==> config.mk <==
export PLATFORM = sky130hd
export DESIGN_NAME = lrc_ram
export DESIGN_NICKNAME = d
export VERILOG_FILES = /design/src/lrc_ram.sv
export SDC_FILE = /design/constraint.sdc
export NUM_CORES = 2
export LEC_CHECK = 0
export BUFFER_PORTS_ARGS = -buffer_cell sky130_fd_sc_hd__buf_2
export CAP_MARGIN = 20
export CORE_MARGIN = 2
export CORE_UTILIZATION = 63
export CTS_CLUSTER_DIAMETER = 200
export DETAILED_ROUTE_END_ITERATION = 12
export GPL_ROUTABILITY_DRIVEN = 0
export PLACE_DENSITY = 0.89
export SLEW_MARGIN = 20
export SYNTH_ARGS = -nofsm -noshare
export SYNTH_HDL_FRONTEND = slang
export SYNTH_SLANG_ARGS = --single-unit
==> constraint.sdc <==
create_clock -name aclk -period 4.2 [get_ports aclk]
set_clock_uncertainty 0.15 [all_clocks]
set_input_delay 0.21 -clock aclk [delete_from_list [all_inputs] [get_ports aclk]]
set_output_delay 0.21 -clock aclk [all_outputs]
set_load 0.1 [all_outputs]
==> src/lrc_ram.sv <==
// generic single write port, single read port ram with registered read data
module lrc_ram #(
    parameter int WIDTH = 32,
    parameter int DEPTH = 64
) (
    input  logic                     aclk,
    input  logic                     we,
    input  logic [$clog2(DEPTH)-1:0] waddr,
    input  logic [WIDTH-1:0]         wdata,
    input  logic [$clog2(DEPTH)-1:0] raddr,
    output logic [WIDTH-1:0]         rdata
);

    logic [WIDTH-1:0] mem [DEPTH];
    logic [WIDTH-1:0] rdata_reg;

    always_ff @(posedge aclk) begin
        if (we) begin
            mem[waddr] <= wdata;
        end
        rdata_reg <= mem[raddr];
    end

    assign rdata = rdata_reg;

endmodule

==> flow_results.xml <==
<?xml version="1.0" encoding="UTF-8"?>
<metrics>
  <group name="outcome">
    <metric name="status" unit="">finished clean</metric>
  </group>
  <group name="global_route">
    <metric name="first_global_vias" unit="">42473</metric>
    <metric name="grt_start_max_net_pins" unit="">76</metric>
    <metric name="grt_antenna_before_repair" unit="">19</metric>
    <metric name="globalRouteOverflowTotal" unit="">0</metric>
    <metric name="grt_first_pass_wirelength" unit="um">334700</metric>
    <metric name="globalRouteTotalUtil" unit="%">38.78</metric>
  </group>
  <group name="die">
    <metric name="die_width" unit="um">357.0</metric>
    <metric name="floorplan.initialDensity" unit="%">63.51</metric>
    <metric name="core_area" unit="um2">123600</metric>
    <metric name="num_io_pins" unit="">78</metric>
    <metric name="placementRows" unit="">129</metric>
    <metric name="die_area" unit="um2">127500</metric>
    <metric name="fp.dieH" unit="um">357.0</metric>
  </group>
  <group name="setup_path">
    <metric name="critPathBufInv" unit="">2</metric>
    <metric name="worstPathArrival" unit="ns">3.60</metric>
    <metric name="path_delay_family" unit="">buffers and inverters</metric>
    <metric name="worst-setup-path-type" unit="">in2reg</metric>
    <metric name="critical_path.max_stage_delay" unit="ns">1.20</metric>
    <metric name="worstSetupEndpointType" unit="">flip-flop</metric>
    <metric name="critical_path.startpoint_type" unit="">input port</metric>
    <metric name="crit_path_cell_trace" unit="">dlygate4sd3_1, buf_2, nand2b_2, a311oi_1, nor3_1</metric>
    <metric name="worst_r2r_startpoint" unit="">mem[36][16]$_DFFE_PP_</metric>
    <metric name="cp.required" unit="ns">4.71</metric>
    <metric name="worstPathMaxFanout" unit="">29</metric>
    <metric name="worst_setup_path_startpoint" unit="">raddr[4]</metric>
    <metric name="timing.critical_path.slowest_stage_cell" unit="">a311oi_1</metric>
  </group>
  <group name="synth">
    <metric name="predominant_post_synthesis_flop_cell" unit="">edfxtp_1</metric>
    <metric name="mappedNetlistNets" unit="">3370</metric>
    <metric name="combinational_family_with_the_most_area_after_synthesis" unit="">multiplexers</metric>
    <metric name="synth.yosys.seq_area_share" unit="%">79.14</metric>
    <metric name="post_synthesis_cell_area" unit="um2">78520</metric>
    <metric name="synthCells" unit="">3324</metric>
    <metric name="synth.area.mux_share" unit="%">16.79</metric>
    <metric name="post_synth_fa_ha_maj_area_fraction" unit="%">0</metric>
    <metric name="asyncSetResetFlopFracSynth" unit="%">0</metric>
    <metric name="number_of_enable_flip_flop_cells_after_synthesis" unit="">2048</metric>
    <metric name="ys.warnings.count" unit="">0</metric>
    <metric name="yosys_register_bits" unit="">2080</metric>
    <metric name="synth.distinct_cells" unit="">34</metric>
    <metric name="synth-simple-area-share" unit="%">1.265</metric>
    <metric name="xor_xnor_fraction_of_synth_area" unit="%">0</metric>
    <metric name="synth.avg_cell_area" unit="um2">23.62</metric>
    <metric name="synth_compound_area_share" unit="%">1.673</metric>
  </group>
  <group name="power">
    <metric name="power.leakage" unit="nW">27.78</metric>
    <metric name="swShare" unit="%">22.91</metric>
    <metric name="switching_power_of_the_nets" unit="mW">9.938</metric>
    <metric name="vdd.ir_drop.worst" unit="mV">0.5118</metric>
    <metric name="sequentialPowerShare" unit="%">53.3</metric>
    <metric name="p_clk_share" unit="%">40.7</metric>
    <metric name="power.density" unit="nW/um2">488.9</metric>
    <metric name="share_comb_of_total_power" unit="%">6.1</metric>
    <metric name="p_int" unit="mW">33.44</metric>
  </group>
  <group name="route">
    <metric name="detail_route.drc_violations" unit="">0</metric>
    <metric name="antenna_left" unit="">0</metric>
    <metric name="routed_wl" unit="um">241200</metric>
    <metric name="post_drt_wl_per_cell" unit="um">44.61</metric>
    <metric name="detail_route.iter0.violations" unit="">8516</metric>
    <metric name="average_vias_per_placed_instance" unit="">7.754</metric>
    <metric name="drtPass1Iterations" unit="">6</metric>
    <metric name="num_vias" unit="">41919</metric>
  </group>
  <group name="sta">
    <metric name="finalWorstPathRequiredPeriod" unit="ns">3.098</metric>
    <metric name="setup_viol_count_final" unit="">0</metric>
    <metric name="setup_total_negative_slack" unit="ns">0</metric>
    <metric name="final_min_period_over_clock_period" unit="%">73.75</metric>
    <metric name="finalHoldWorstSlack" unit="ns">0.08454</metric>
    <metric name="worstMarginPinSlew" unit="ns">1.226</metric>
    <metric name="final_max_slew_viol_count" unit="">0</metric>
    <metric name="worst_slew_margin_relative_to_its_limit" unit="%">18.28</metric>
    <metric name="rsz0062_at_grt" unit="">false</metric>
    <metric name="final_hold_viol_count" unit="">0</metric>
    <metric name="fmax" unit="MHz">322.8</metric>
  </group>
  <group name="layout">
    <metric name="largest_register_ffs" unit="">2048</metric>
    <metric name="final-seq-area" unit="um2">62140</metric>
    <metric name="p_r_area_growth_vs_syn" unit="%">13.00</metric>
    <metric name="commonest_cells_after_routing_fill_and_taps_aside" unit="">2,048 x edfxtp_1, 544 x mux4_2, 192 x clkbuf_16, 155 x buf_4, 93 x mux2i_1</metric>
    <metric name="multiInputGateArea" unit="um2">15970</metric>
    <metric name="utilization" unit="%">71.76</metric>
    <metric name="layout-drive-gt1-share" unit="%">29.69</metric>
    <metric name="nNetsFinal" unit="">3651</metric>
    <metric name="layout.cells.most_common" unit="">edfxtp_1</metric>
    <metric name="filler_cell_count" unit="">6193</metric>
  </group>
  <group name="place">
    <metric name="hpwl" unit="um">121600</metric>
    <metric name="placement.io_buffers" unit="">77</metric>
  </group>
  <group name="clocking">
    <metric name="cts_htree_levels" unit="">4</metric>
    <metric name="insertion_delay" unit="ns">0.85</metric>
    <metric name="cts-buffers-inserted" unit="">189</metric>
    <metric name="path_clk_slew" unit="ns">0.07</metric>
    <metric name="cts_tree" unit="">built</metric>
    <metric name="root_buffer" unit="">clkbuf_16</metric>
    <metric name="cts_resized" unit="">0</metric>
    <metric name="max-clock-path-buffers" unit="">3</metric>
    <metric name="clock_sinks" unit="">2080</metric>
  </group>
  <group name="worst_hold_path">
    <metric name="hold_path_class" unit="">in2reg</metric>
    <metric name="hold_path_startpoint" unit="">waddr[2]</metric>
  </group>
  <group name="job">
    <metric name="max-cap-violations" unit="">0</metric>
  </group>
</metrics>
==> stage by stage <==
stage	area [um2]	instances	worst slack (ns)	total power [mW]
after floorplan	78520	3324	0.6802	24.91
after global placement	82190	5018	0.6710	25.82
after detailed placement	82190	5018	0.5738	25.96
after CTS	88400	5378	1.221	43.21
after global routing	88710	5402	1.224	43.99
final	88720	5406	1.102	43.38
==> per-layer routing <==
metal	GRT usage, %	part of all wire, %	routed length [um]	up-vias
met1	46.40	28	68080	20782
met3	11.87	15	36760	1323
met5	0.2963	0.067	161	-
met2	60.72	47	114400	4975
met4	27.63	9.0	21800	22
li1	-	-	-	14817
==> worst paths after layout <==
path	endpoint	depth (start not counted)	slack, ns
setup / recovery	rdata[17]$_DFF_P_	5	1.10
setup reg to reg	rdata[16]$_DFF_P_	5	1.47
hold / removal	mem[52][9]$_DFFE_PP_	3	0.08
hold reg to reg	rdata[8]$_DFF_P_	4	0.66
==> cell type report <==
cell class | instances | area share (%)
Multi-Input combinational cell | 1062 | 18.00
Tap cell | 1637 | 2.309
Clock buffer | 261 | 5.888
Antenna cell | 4 | 0.01128
Clock inverter | 90 | 1.015
Sequential cell | 2080 | 70.04
Timing Repair Buffer | 272 | 2.733
==> cell usage after synthesis (all sizes together) (5+ instances only) <==
master / count / share of area, %
edfxtp: 2048 / 78
mux4: 544 / 16
nor2: 137 / 0.65
buf: 108 / 0.77
mux2i: 93 / 1.2
o22ai: 84 / 0.67
clkbuf: 74 / 0.35
a21oi: 62 / 0.40
dfxtp: 32 / 0.82
o221ai: 27 / 0.30
nand2: 26 / 0.12
nor2b: 15 / 0.12
a22oi: 12 / 0.11
a311oi: 8 / 0.089
nand2b: 8 / 0.064
nor3: 7 / 0.045
nand3: 5 / 0.032
nand3b: 5 / 0.048
or3b: 5 / 0.056
==> cell families (layout without fill, tap and decap cells) <==
logic type,Yosys count,count (layout)
muxes,637,637
and+or+nand+nor,223,223
other,0,4
AOI/OAI and AO/OA,202,202
buffers and inverters,182,623
DFF,2080,2080
==> power by group through the flow <==
| stage | Clock (mW) | Sequential [mW] | Combinational [mW] |
|---|---|---|---|
| after floorplan | 0 | 23.8 | 1.12 |
| after global placement | 0 | 23.5 | 2.31 |
| after detailed placement | 0 | 23.5 | 2.43 |
| after CTS | 17.6 | 23.1 | 2.52 |
| after global routing | 18.2 | 23.1 | 2.66 |
| final | 17.6 | 23.1 | 2.63 |
==> worst min-delay path, delay by kind of cell <==
kind	cells	cell delay, ns
buffers and inverters	1	0.19
and+or+nand+nor	2	0.43
==> repair_timing <==
| item | 4_1_cts | 5_1_grt |
|---|---|---|
| buffers inserted | 0 | 0 |
| hold buffers | 9 | 24 |
| endpoints found under the hold margin | 433 | 1536 |
No activity file was read; power rests on OpenSTA's default activity.
