## src/lrc_pkg.sv

```systemverilog
// shared types and constants for the lru result cache
package lrc_pkg;

    localparam int CACHE_ENTRIES = 64;
    localparam int IDX_W         = $clog2(CACHE_ENTRIES);
    localparam int CNT_W         = $clog2(CACHE_ENTRIES + 1);

    localparam logic FUNC_LOOKUP = 1'b0;
    localparam logic FUNC_STORE  = 1'b1;

    typedef struct packed {
        logic        func;
        logic [31:0] ip_key;
        logic [63:0] payload_in;
        logic        resolved;
        logic [31:0] now_seconds;
    } req_t;

    typedef struct packed {
        logic        hit;
        logic [63:0] payload_out;
        logic        evicted;
        logic [31:0] evicted_key;
    } rsp_t;

    typedef enum logic [2:0] {
        ST_IDLE,
        ST_SCAN,
        ST_DECIDE,
        ST_SHIFT,
        ST_APPEND,
        ST_OUT
    } state_t;

    typedef struct packed {
        logic             clear;
        logic             vld;
        logic [IDX_W-1:0] idx;
    } scan_ctrl_t;

    typedef struct packed {
        logic             found;
        logic [IDX_W-1:0] match_idx;
        logic [63:0]      match_payload;
        logic [IDX_W-1:0] min_idx;
        logic [31:0]      min_key;
    } scan_result_t;

endpackage

```

## src/lrc_scan.sv

```systemverilog
// key match and oldest stamp tracker, fed one entry per cycle
module lrc_scan (
    input  logic                 aclk,
    input  logic                 aresetn,
    input  lrc_pkg::scan_ctrl_t  ctrl,
    input  logic [31:0]          req_key,
    input  logic [31:0]          rd_key,
    input  logic [31:0]          rd_stamp,
    input  logic [63:0]          rd_payload,
    output lrc_pkg::scan_result_t result
);
    import lrc_pkg::*;

    logic             found_reg, found_next;
    logic [IDX_W-1:0] match_idx_reg, match_idx_next;
    logic [63:0]      match_pay_reg, match_pay_next;
    logic [IDX_W-1:0] min_idx_reg, min_idx_next;
    logic [31:0]      min_stamp_reg, min_stamp_next;
    logic [31:0]      min_key_reg, min_key_next;

    always_ff @(posedge aclk) begin
        if (!aresetn) begin
            found_reg <= 1'b0;
        end else begin
            found_reg <= found_next;
        end
        match_idx_reg <= match_idx_next;
        match_pay_reg <= match_pay_next;
        min_idx_reg   <= min_idx_next;
        min_stamp_reg <= min_stamp_next;
        min_key_reg   <= min_key_next;
    end

    always_comb begin
        found_next     = found_reg;
        match_idx_next = match_idx_reg;
        match_pay_next = match_pay_reg;
        min_idx_next   = min_idx_reg;
        min_stamp_next = min_stamp_reg;
        min_key_next   = min_key_reg;
        if (ctrl.clear) begin
            found_next = 1'b0;
        end else if (ctrl.vld) begin
            // first match wins
            if (!found_reg && rd_key == req_key) begin
                found_next     = 1'b1;
                match_idx_next = ctrl.idx;
                match_pay_next = rd_payload;
            end
            // strict compare keeps the lowest index on ties
            if (ctrl.idx == '0 || rd_stamp < min_stamp_reg) begin
                min_idx_next   = ctrl.idx;
                min_stamp_next = rd_stamp;
                min_key_next   = rd_key;
            end
        end
    end

    assign result.found         = found_reg;
    assign result.match_idx     = match_idx_reg;
    assign result.match_payload = match_pay_reg;
    assign result.min_idx       = min_idx_reg;
    assign result.min_key       = min_key_reg;

endmodule

```

## config.mk

```make
export PLATFORM = sky130hd
export DESIGN_NAME = lrc_scan
export DESIGN_NICKNAME = d
export VERILOG_FILES = /design/src/lrc_pkg.sv /design/src/lrc_scan.sv
export SDC_FILE = /design/constraint.sdc
export NUM_CORES = 1
export LEC_CHECK = 0
export ABC_CLOCK_PERIOD_IN_PS = 8700
export BUFFER_PORTS_ARGS = -buffer_cell sky130_fd_sc_hd__buf_2
export CORE_AREA = 8 8 157 159
export CTS_BUF_LIST = sky130_fd_sc_hd__clkbuf_16
export DETAILED_ROUTE_END_ITERATION = 16
export DIE_AREA = 0 0 165 167
export MAX_ROUTING_LAYER = met4
export PLACE_DENSITY = 0.56
export SLEW_MARGIN = 20
export SYNTH_ARGS = -nofsm -noshare
export SYNTH_HDL_FRONTEND = slang
export SYNTH_SLANG_ARGS = --single-unit
```

## constraint.sdc

```tcl
create_clock -name aclk -period 8.7 [get_ports aclk]
set_input_delay 1.74 -clock aclk [delete_from_list [all_inputs] [get_ports aclk]]
set_output_delay 1.74 -clock aclk [all_outputs]
set_load 0.02 [all_outputs]
```

==> results of run 1 <==
[cell families after synthesis]
group	Yosys count	synth area share, %
XOR/XNOR	32	5.19
buffers and inverters	33	2.36
AND/OR/NAND/NOR	38	3.91
flip-flops	141	78.2
AO/OA/AOI/OAI	26	3.20
adder cells (fa/ha/maj)	31	7.18
[cell type report]
type / count / area [µm²] / share of cell area, %
Sequential cell: 141 / 4220 / 54.6
Timing Repair Buffer: 280 / 1410 / 18.2
Multi-Input combinational cell: 127 / 1070 / 13.8
Clock buffer: 17 / 425 / 5.50
Tap cell: 285 / 357 / 4.61
Clock inverter: 15 / 128 / 1.65
Inverter: 32 / 120 / 1.55
Antenna cell: 3 / 7.51 / 0.0970
[critical path, stage by stage]
cell and delay (ns):
sky130_fd_sc_hd__buf_2 0.10, sky130_fd_sc_hd__ha_1 0.30, sky130_fd_sc_hd__a21oi_1 0.13, sky130_fd_sc_hd__o21ai_0 0.14
sky130_fd_sc_hd__a221oi_1 0.42, sky130_fd_sc_hd__o311ai_1 0.23, sky130_fd_sc_hd__a21oi_4 0.52, sky130_fd_sc_hd__buf_4 0.67
[synth_stat cells, types with 3 or more instances]
library cell               instances
sky130_fd_sc_hd__nand4_1           9
sky130_fd_sc_hd__nand2_1           8
sky130_fd_sc_hd__a21o_1            5
sky130_fd_sc_hd__nor2_1            5
sky130_fd_sc_hd__a21oi_1          10
sky130_fd_sc_hd__inv_1            32
sky130_fd_sc_hd__nand3_1           5
sky130_fd_sc_hd__ha_1             31
sky130_fd_sc_hd__xnor2_1          29
sky130_fd_sc_hd__edfxtp_1        140
sky130_fd_sc_hd__xor2_1            3
[metrics by stage]
step,cells,setup slack [ns]
3_3_place_gp,865,3.98
2_1_floorplan,301,2.05
3_5_place_dp,865,3.93
4_1_cts,897,4.39
5_1_grt,900,4.21
6_report,900,4.41
[final timing paths]
| check | startpoint | to | cells past startpoint |
|---|---|---|---|
| setup / recovery | rd_stamp[17] | min_key_reg[12] | 8 |
| hold / removal | found_reg | found_reg | 2 |
| setup reg to reg | min_stamp_reg[17] | min_key_reg[12] | 8 |
| hold reg to reg | found_reg | found_reg | 2 |
[routing by layer]
metal / up-vias / share of wire [%]
met2: 205 / 48
met1: 1678 / 40
met5: - / 0
met4: 0 / 1.1
met3: 15 / 11
li1: 1744 / -
[power by group through the flow]
| stage | Sequential [W] | Clock (W) | Combinational (W) |
|---|---|---|---|
| detailed placement | 0.000781 | 0 | 0.000117 |
| global placement | 0.000781 | 0 | 0.000115 |
| global route | 0.000767 | 0.000736 | 0.000128 |
| finish | 0.000766 | 0.000685 | 0.000114 |
| floorplan | 0.000792 | 0 | 0.0000402 |
| CTS | 0.000766 | 0.000709 | 0.000117 |
==> impl_metrics.json, run 1 <==
{
  "grt_util_met2_pct": 18.1,
  "setup_tns_ns": 0,
  "hold_buffers": 0,
  "cp_data_arrival_time_ns": 4.33,
  "async_flop_share_pct": 0,
  "crit_fanout": 55,
  "final_hold_violating_endpoints": 0,
  "setup_violations": 0,
  "power.net_switching_w": 0.000373,
  "coreArea_um2": 22200,
  "nets": 800,
  "area_of_the_die_um2": 27600,
  "synth_cell_types": 29,
  "clock.fmax_mhz": 233,
  "vdd.ir_drop.worst_v": 0.000108,
  "fin_util_pct": 34.8,
  "h-tree-depth": 4,
  "synth-edff-count": 140,
  "grt_start_max_net_pins": 71,
  "drtAntennaViolNets": 0,
  "clock-sinks": 141,
  "layout.cells.most_common_list": "278 x sky130_fd_sc_hd__buf_2, 140 x sky130_fd_sc_hd__edfxtp_1, 33 x sky130_fd_sc_hd__inv_1",
  "cts_made_buffers": 17,
  "synth_top_area_share_pct": 77.8,
  "cp-end-kind": "flop",
  "postSynthNetCount": 502,
  "share_of_synthesized_area_occupied_by_flip_flops_and_latches_pct": 78.2,
  "grt_pass1_wl_um": 22500,
  "clkLatencyLatePin_ns": 0.42,
  "synth_top_area_cell": "sky130_fd_sc_hd__edfxtp_1",
  "post-dp-hpwl_um": 12400,
  "via_count": 3642,
  "slew-limit-headroom_pct": 40.5,
  "design_area_um2": 7740,
  "final_common_cell": "sky130_fd_sc_hd__buf_2",
  "p_leak_nw": 3.26,
  "overflow": 0,
  "initial_antenna_violation_count": 3,
  "share_seq_of_total_power_pct": 49.0,
  "clock-root-buffer": "sky130_fd_sc_hd__clkbuf_16",
  "use_met3_pct": 4.66,
  "count_of_synthesis_stage_warnings_from_yosys": 0,
  "worst_setup_path_start_kind": "input port",
  "power.combinational.fraction_pct": 7.3,
  "largest_register_ff_count": 64,
  "post_synth_instance_area_um2": 5400,
  "worst-r2r-setup-slack_ns": 5.49,
  "die-width_um": 165,
  "number_of_placement_rows": 55,
  "met1_track_demand_over_resource_in_global_routing_pct": 12.1,
  "switching_share_pct": 23.8,
  "number_of_register_bits_inferred_by_synthesis": 141,
  "clockPowerShare_pct": 43.7,
  "clock_tree.buffer_depth": 2,
  "buffer_ports.inserted": 278,
  "iteration_count_of_the_initial_detailed_routing_pass": 4,
  "final.hold.worst_slack_ns": 0.482,
  "yosys_most_used_dff": "sky130_fd_sc_hd__edfxtp_1",
  "clk_transition_reported_paths_ns": 0.06,
  "global_route.usage.total_pct": 11.1,
  "num_ports": 279,
  "globalplace.congestion": 0.738,
  "cap_violations": 0,
  "power_density_nw_per_um2": 202,
  "critPathRequiredTime_ns": 8.74,
  "critPathKind": "input port to flop",
  "synth.top_cells.by_area": "sky130_fd_sc_hd__edfxtp_1 78%, sky130_fd_sc_hd__ha_1 7.2%, sky130_fd_sc_hd__xnor2_1 4.7%, sky130_fd_sc_hd__inv_1 2.2%, sky130_fd_sc_hd__nand4_1 1.0%",
  "remaining_drc_errors": 0,
  "internal_power_w": 0.00119,
  "post_cts.repair.setup_buffers": 0,
  "post_route_cells_drive_above_1_share_pct": 51.6,
  "busiest_layer": "met2",
  "fp.dieH_um": 167,
  "clock-skew-final_ns": 0.0123,
  "postPlaceCellArea_um2": 7180,
  "finalCritPeriodShare_pct": 49.3,
  "final_critical_period_ns": 4.29,
  "tritoncts_clock_tree": "yes",
  "postSynthCellCount": 301,
  "min-delay-path-class": "flop to flop",
  "starting_density_pct": 24.3,
  "area_growth_syn_to_layout_pct": 43.2,
  "grt_setup_unrepaired": "false",
  "wirelength_um": 15400,
  "count_of_pins_over_their_slew_limit": 0,
  "routed_wire_length_per_instance_um": 17.1,
  "cts_resized": 0,
  "syn-mean-instance-area_um2": 18.0,
  "dr.first_iter.drc_count": 148,
  "power.total_w": 0.00157,
  "status": "complete, no violations",
  "fill_cells": 2213,
  "vias_per_cell": 4.05,
  "tightestPinTransition_ns": 0.893,
  "grt_pass1_vias": 4081
}
(Power assumes the default switching activity.)
==> run 2, diff against run 1 <==
Settings changed: ABC_CLOCK_PERIOD_IN_PS 8700 to 4400.
Clock period 8.7 ns to 4.4 ns, I/O delays scaled along.
==> impl_metrics.json, run 2 (synthesis gave the netlist of run 1 again) <==
{
  "iteration_count_of_the_initial_detailed_routing_pass": 4,
  "grt_setup_unrepaired": "false",
  "hold_buffers": 0,
  "p_leak_nw": 3.27,
  "setup_tns_ns": 0,
  "clock_tree.buffer_depth": 2,
  "critPathKind": "input port to flop",
  "clock-root-buffer": "sky130_fd_sc_hd__clkbuf_16",
  "die-width_um": 165,
  "status": "complete, no violations",
  "antenna_cells": 0,
  "finalNonFillerCells": 898,
  "critPathMaxStageDelay_ns": 0.44,
  "number_of_placement_rows": 55,
  "grt_pass1_vias": 3859,
  "clock-sinks": 141,
  "timing.critical_path.slowest_stage_cell": "sky130_fd_sc_hd__a221oi_1",
  "clkLatencyLatePin_ns": 0.42,
  "cap_violations": 0,
  "starting_density_pct": 24.3,
  "worst_setup_path_start_kind": "input port",
  "vdd.ir_drop.worst_v": 0.000221,
  "final.hold.worst_slack_ns": 0.473,
  "worst-r2r-setup-slack_ns": 1.61,
  "via_count": 3569,
  "cp_cell_sequence": "buf_2 > ha_1 > a21oi_1 > o21ai_0 > a221oi_1 > o311ai_1 > a21oi_4 > buf_12",
  "grt_pass1_wl_um": 21500,
  "buffer_ports.inserted": 278,
  "nets": 801,
  "fill_cells": 2185,
  "vias_per_cell": 3.97,
  "tightestPinTransition_ns": 0.529,
  "setup_violations": 0,
  "h-tree-depth": 4,
  "num_ports": 279,
  "grt_start_max_net_pins": 63,
  "fp.dieH_um": 167,
  "routed_wire_length_per_instance_um": 16.3,
  "wirelength_um": 14600,
  "slew-limit-headroom_pct": 64.7,
  "clock-skew-final_ns": 0.0137,
  "area_of_the_die_um2": 27600,
  "min-delay-path-class": "flop to flop",
  "finalCritPeriodShare_pct": 68.3,
  "clock.fmax_mhz": 333,
  "post_cts.repair.setup_buffers": 0,
  "layout.cells.most_common_list": "278 x sky130_fd_sc_hd__buf_2, 140 x sky130_fd_sc_hd__edfxtp_1, 33 x sky130_fd_sc_hd__inv_1",
  "dr.first_iter.drc_count": 100,
  "final_critical_period_ns": 3.00,
  "cp-end-kind": "flop",
  "area_growth_syn_to_layout_pct": 43.7,
  "critPathRequiredTime_ns": 4.47,
  "remaining_drc_errors": 0,
  "count_of_pins_over_their_slew_limit": 0,
  "final_common_cell": "sky130_fd_sc_hd__buf_2",
  "tritoncts_clock_tree": "yes",
  "largest_register_ff_count": 64,
  "final_hold_violating_endpoints": 0,
  "overflow": 0,
  "cts_resized": 0,
  "coreArea_um2": 22200,
  "power_density_nw_per_um2": 398,
  "post-dp-hpwl_um": 11700,
  "globalplace.congestion": 0.749,
  "crit_fanout": 62,
  "place_inst": 866,
  "cts_made_buffers": 17,
  "cp_data_arrival_time_ns": 3.07,
  "drtAntennaViolNets": 0,
  "post_route_cells_drive_above_1_share_pct": 51.7,
  "global_route.usage.total_pct": 10.5,
  "clk_transition_reported_paths_ns": 0.06,
  "initial_antenna_violation_count": 0
}
## run 2: cell type report
| class | count | area [µm²] | share of cell area, % |
|---|---|---|---|
| Clock buffer | 17 | 425 | 5.48 |
| Clock inverter | 15 | 129 | 1.66 |
| Inverter | 32 | 120 | 1.55 |
| Multi-Input combinational cell | 127 | 1070 | 13.8 |
| Sequential cell | 141 | 4220 | 54.4 |
| Tap cell | 285 | 357 | 4.59 |
| Timing Repair Buffer | 281 | 1440 | 18.5 |
## run 2: worst paths after layout
path / depth (start not counted) / end / from
max: 8 / min_idx_reg[5] / rd_stamp[17]
min: 2 / found_reg / found_reg
max reg2reg: 8 / min_idx_reg[5] / min_stamp_reg[17]
min reg2reg: 2 / found_reg / found_reg
## run 2: worst max-delay path: cells and delay by family
family                   cells  cell delay [ns]
AO/OA/AOI/OAI                5             1.36
buffers and inverters        2             0.45
adder cells (fa/ha/maj)      1             0.30
## run 2: per-layer routing
metal	GRT usage [%]	part of all wire (%)
met5	-	0
met4	2.19	0.70
met3	4.46	11
met2	16.5	46
met1	12.3	42
## run 2: where the power goes
part	internal, W	leakage, nW	total [W]	switching, W
logic	0.000110	1.73	0.000226	0.000117
registers	0.00151	1.28	0.00151	0.00000565
clock network	0.000740	0.264	0.00135	0.000610
## run 2: metrics by stage
stage	worst slack (ns)	utilization [%]	instance area, µm²	total power (W)
6_report	1.40	34.9	7760	0.00309
5_1_grt	1.22	34.9	7760	0.00323
4_1_cts	1.41	34.9	7760	0.00315
3_5_place_dp	0.950	32.4	7210	0.00178
3_3_place_gp	1.10	32.4	7210	0.00177
2_1_floorplan	0.00739	-	5410	0.00164
==> run 3, diff against run 2 <==
Settings changed: ABC_CLOCK_PERIOD_IN_PS 4400 to 2700, PLACE_DENSITY 0.56 to 0.57.
Clock period 4.4 ns to 2.7 ns, I/O delays scaled along.
==> impl_metrics.json, run 3 (synthesis gave the netlist of run 1 again) <==
{
  "final_critical_period_ns": 2.32,
  "setup_tns_ns": 0,
  "cp_data_arrival_time_ns": 2.41,
  "iteration_count_of_the_initial_detailed_routing_pass": 4,
  "power.combinational.fraction_pct": 7.9,
  "status": "complete, no violations",
  "timing.critical_path.slowest_stage_cell": "sky130_fd_sc_hd__edfxtp_1",
  "critical_path.n_buffers_inverters": 3,
  "final_common_cell": "sky130_fd_sc_hd__buf_2",
  "grt_start_max_net_pins": 71,
  "nets": 804,
  "overflow": 0,
  "internal_power_w": 0.00386,
  "power_density_nw_per_um2": 637,
  "coreArea_um2": 22200,
  "multiInputGateArea_um2": 1240,
  "layout.cells.most_common_list": "278 x sky130_fd_sc_hd__buf_2, 140 x sky130_fd_sc_hd__edfxtp_1, 32 x sky130_fd_sc_hd__inv_1",
  "tightestPinTransition_ns": 0.387,
  "wirelength_um": 15300,
  "final_hold_violating_endpoints": 0,
  "cp-end-kind": "flop",
  "grt_pass1_wl_um": 22000,
  "global_route.usage.total_pct": 10.8,
  "clkLatencyLatePin_ns": 0.42,
  "sequential_cell_area_um2": 4220,
  "dr.first_iter.drc_count": 188,
  "fill_cells": 2173,
  "routed_wire_length_per_instance_um": 16.9,
  "initial_antenna_violation_count": 1,
  "setup_violations": 0,
  "critPathRequiredTime_ns": 2.79,
  "clock-sinks": 141,
  "die-width_um": 165,
  "finalNonFillerCells": 901,
  "vias_per_cell": 4.00,
  "remaining_drc_errors": 0,
  "crit_fanout": 17,
  "r2r-start": "min_stamp_reg[20]",
  "p_leak_nw": 3.29,
  "clock-skew-final_ns": 0.0164,
  "starting_density_pct": 24.3,
  "holdPathEnd": "match_pay_reg[47]",
  "vdd.ir_drop.worst_v": 0.000352,
  "count_of_pins_over_their_slew_limit": 0,
  "clockPowerShare_pct": 43.4,
  "finalCritPeriodShare_pct": 85.8,
  "post-dp-hpwl_um": 12200,
  "cp_cell_sequence": "inv_1 > ha_4 > and4_1 > a221oi_2 > buf_4 > o311ai_2 > a21oi_4 > buf_4",
  "grt_pass1_vias": 3888,
  "clock-root-buffer": "sky130_fd_sc_hd__clkbuf_16",
  "postPlaceCellArea_um2": 7400,
  "clk_transition_reported_paths_ns": 0.06,
  "worst_setup_path_start_kind": "flop",
  "final.hold.worst_slack_ns": 0.295,
  "grt_setup_unrepaired": "false",
  "num_ports": 279,
  "design_area_um2": 7950,
  "cts_resized": 0,
  "h-tree-depth": 4,
  "hold_buffers": 0,
  "area_growth_syn_to_layout_pct": 47.2,
  "power.net_switching_w": 0.00121,
  "number_of_placement_rows": 55,
  "critPathMaxStageDelay_ns": 0.37,
  "largest_register_ff_count": 64,
  "hold_path_depth": 1,
  "globalplace.congestion": 0.764,
  "r2r-end": "min_idx_reg[5]",
  "share_seq_of_total_power_pct": 48.7,
  "via_count": 3603,
  "post_route_cells_drive_above_1_share_pct": 54.6,
  "critPathKind": "flop to flop",
  "drtAntennaViolNets": 0,
  "critPathTopFamily": "compound AO/OA/AOI/OAI gates",
  "fp.dieH_um": 167,
  "slew-limit-headroom_pct": 74.2,
  "area_of_the_die_um2": 27600,
  "switching_share_pct": 23.9,
  "place_inst": 869,
  "cap_violations": 0,
  "min-delay-start": "rd_payload[47]",
  "clock.fmax_mhz": 432,
  "worst-r2r-setup-slack_ns": 0.38,
  "critical-path-top-cell-by-count": "sky130_fd_sc_hd__buf_4",
  "post_cts.repair.setup_buffers": 0,
  "tritoncts_clock_tree": "yes",
  "cts_made_buffers": 17,
  "buffer_ports.inserted": 278,
  "min-delay-path-class": "input port to flop",
  "reg2regPathDepth": 8,
  "fin_util_pct": 35.8,
  "clock_tree.buffer_depth": 2
}
[run 3: cell type report]
class | count | share of cell area (%)
repair buffers | 284 | 18.4
well taps | 285 | 4.48
multi-input cells | 127 | 15.6
diodes | 1 | 0.0315
flip-flops and latches | 141 | 53.1
clock inverters | 14 | 1.54
clock buffers | 17 | 5.35
inverters | 32 | 1.51
[run 3: metal layers]
| metal | share of wire [%] | global-route usage, % | up-vias | routed length [µm] |
|---|---|---|---|---|
| li1 | - | - | 1739 | - |
| met1 | 40 | 12.2 | 1662 | 6160 |
| met2 | 49 | 17.9 | 192 | 7410 |
| met3 | 10 | 4.02 | 10 | 1570 |
| met4 | 0.80 | 2.74 | 0 | 122 |
| met5 | 0 | - | - | 0 |
[run 3: how the worst max path moves through the flow]
stage	start	to	cells after the start
after detailed placement	rd_stamp[11]	min_idx_reg[0]	8
after CTS	min_stamp_reg[20]	min_idx_reg[4]	8
after global routing	min_stamp_reg[22]	min_idx_reg[5]	8
after global placement	rd_stamp[19]	min_idx_reg[3]	9
final	min_stamp_reg[20]	min_idx_reg[5]	8
after floorplan	ctrl[3]	min_idx_reg[0]	5
[run 3: worst reg2reg max path, stage by stage, from the launching register on]
cell and delay [ns]:
sky130_fd_sc_hd__edfxtp_1 0.37, sky130_fd_sc_hd__inv_1 0.10, sky130_fd_sc_hd__ha_4 0.20, sky130_fd_sc_hd__and4_1 0.21
sky130_fd_sc_hd__a221oi_2 0.29, sky130_fd_sc_hd__buf_4 0.17, sky130_fd_sc_hd__o311ai_2 0.13, sky130_fd_sc_hd__a21oi_4 0.23
sky130_fd_sc_hd__buf_4 0.30
[run 3: per-stage QoR]
stage	total power, W	worst slack (ns)
after floorplan	0.00270	-0.364
after detailed placement	0.00293	0.111
final	0.00507	0.385
after CTS	0.00518	0.361
after global placement	0.00292	0.112
after global routing	0.00529	0.215
[run 3: power groups by stage]
stage | Clock (W) | Sequential (W) | Combinational, W
after floorplan | 0 | 0.00255 | 0.000152
after global placement | 0 | 0.00251 | 0.000404
after detailed placement | 0 | 0.00252 | 0.000410
after CTS | 0.00230 | 0.00247 | 0.000412
after global routing | 0.00237 | 0.00247 | 0.000447
final | 0.00220 | 0.00247 | 0.000402
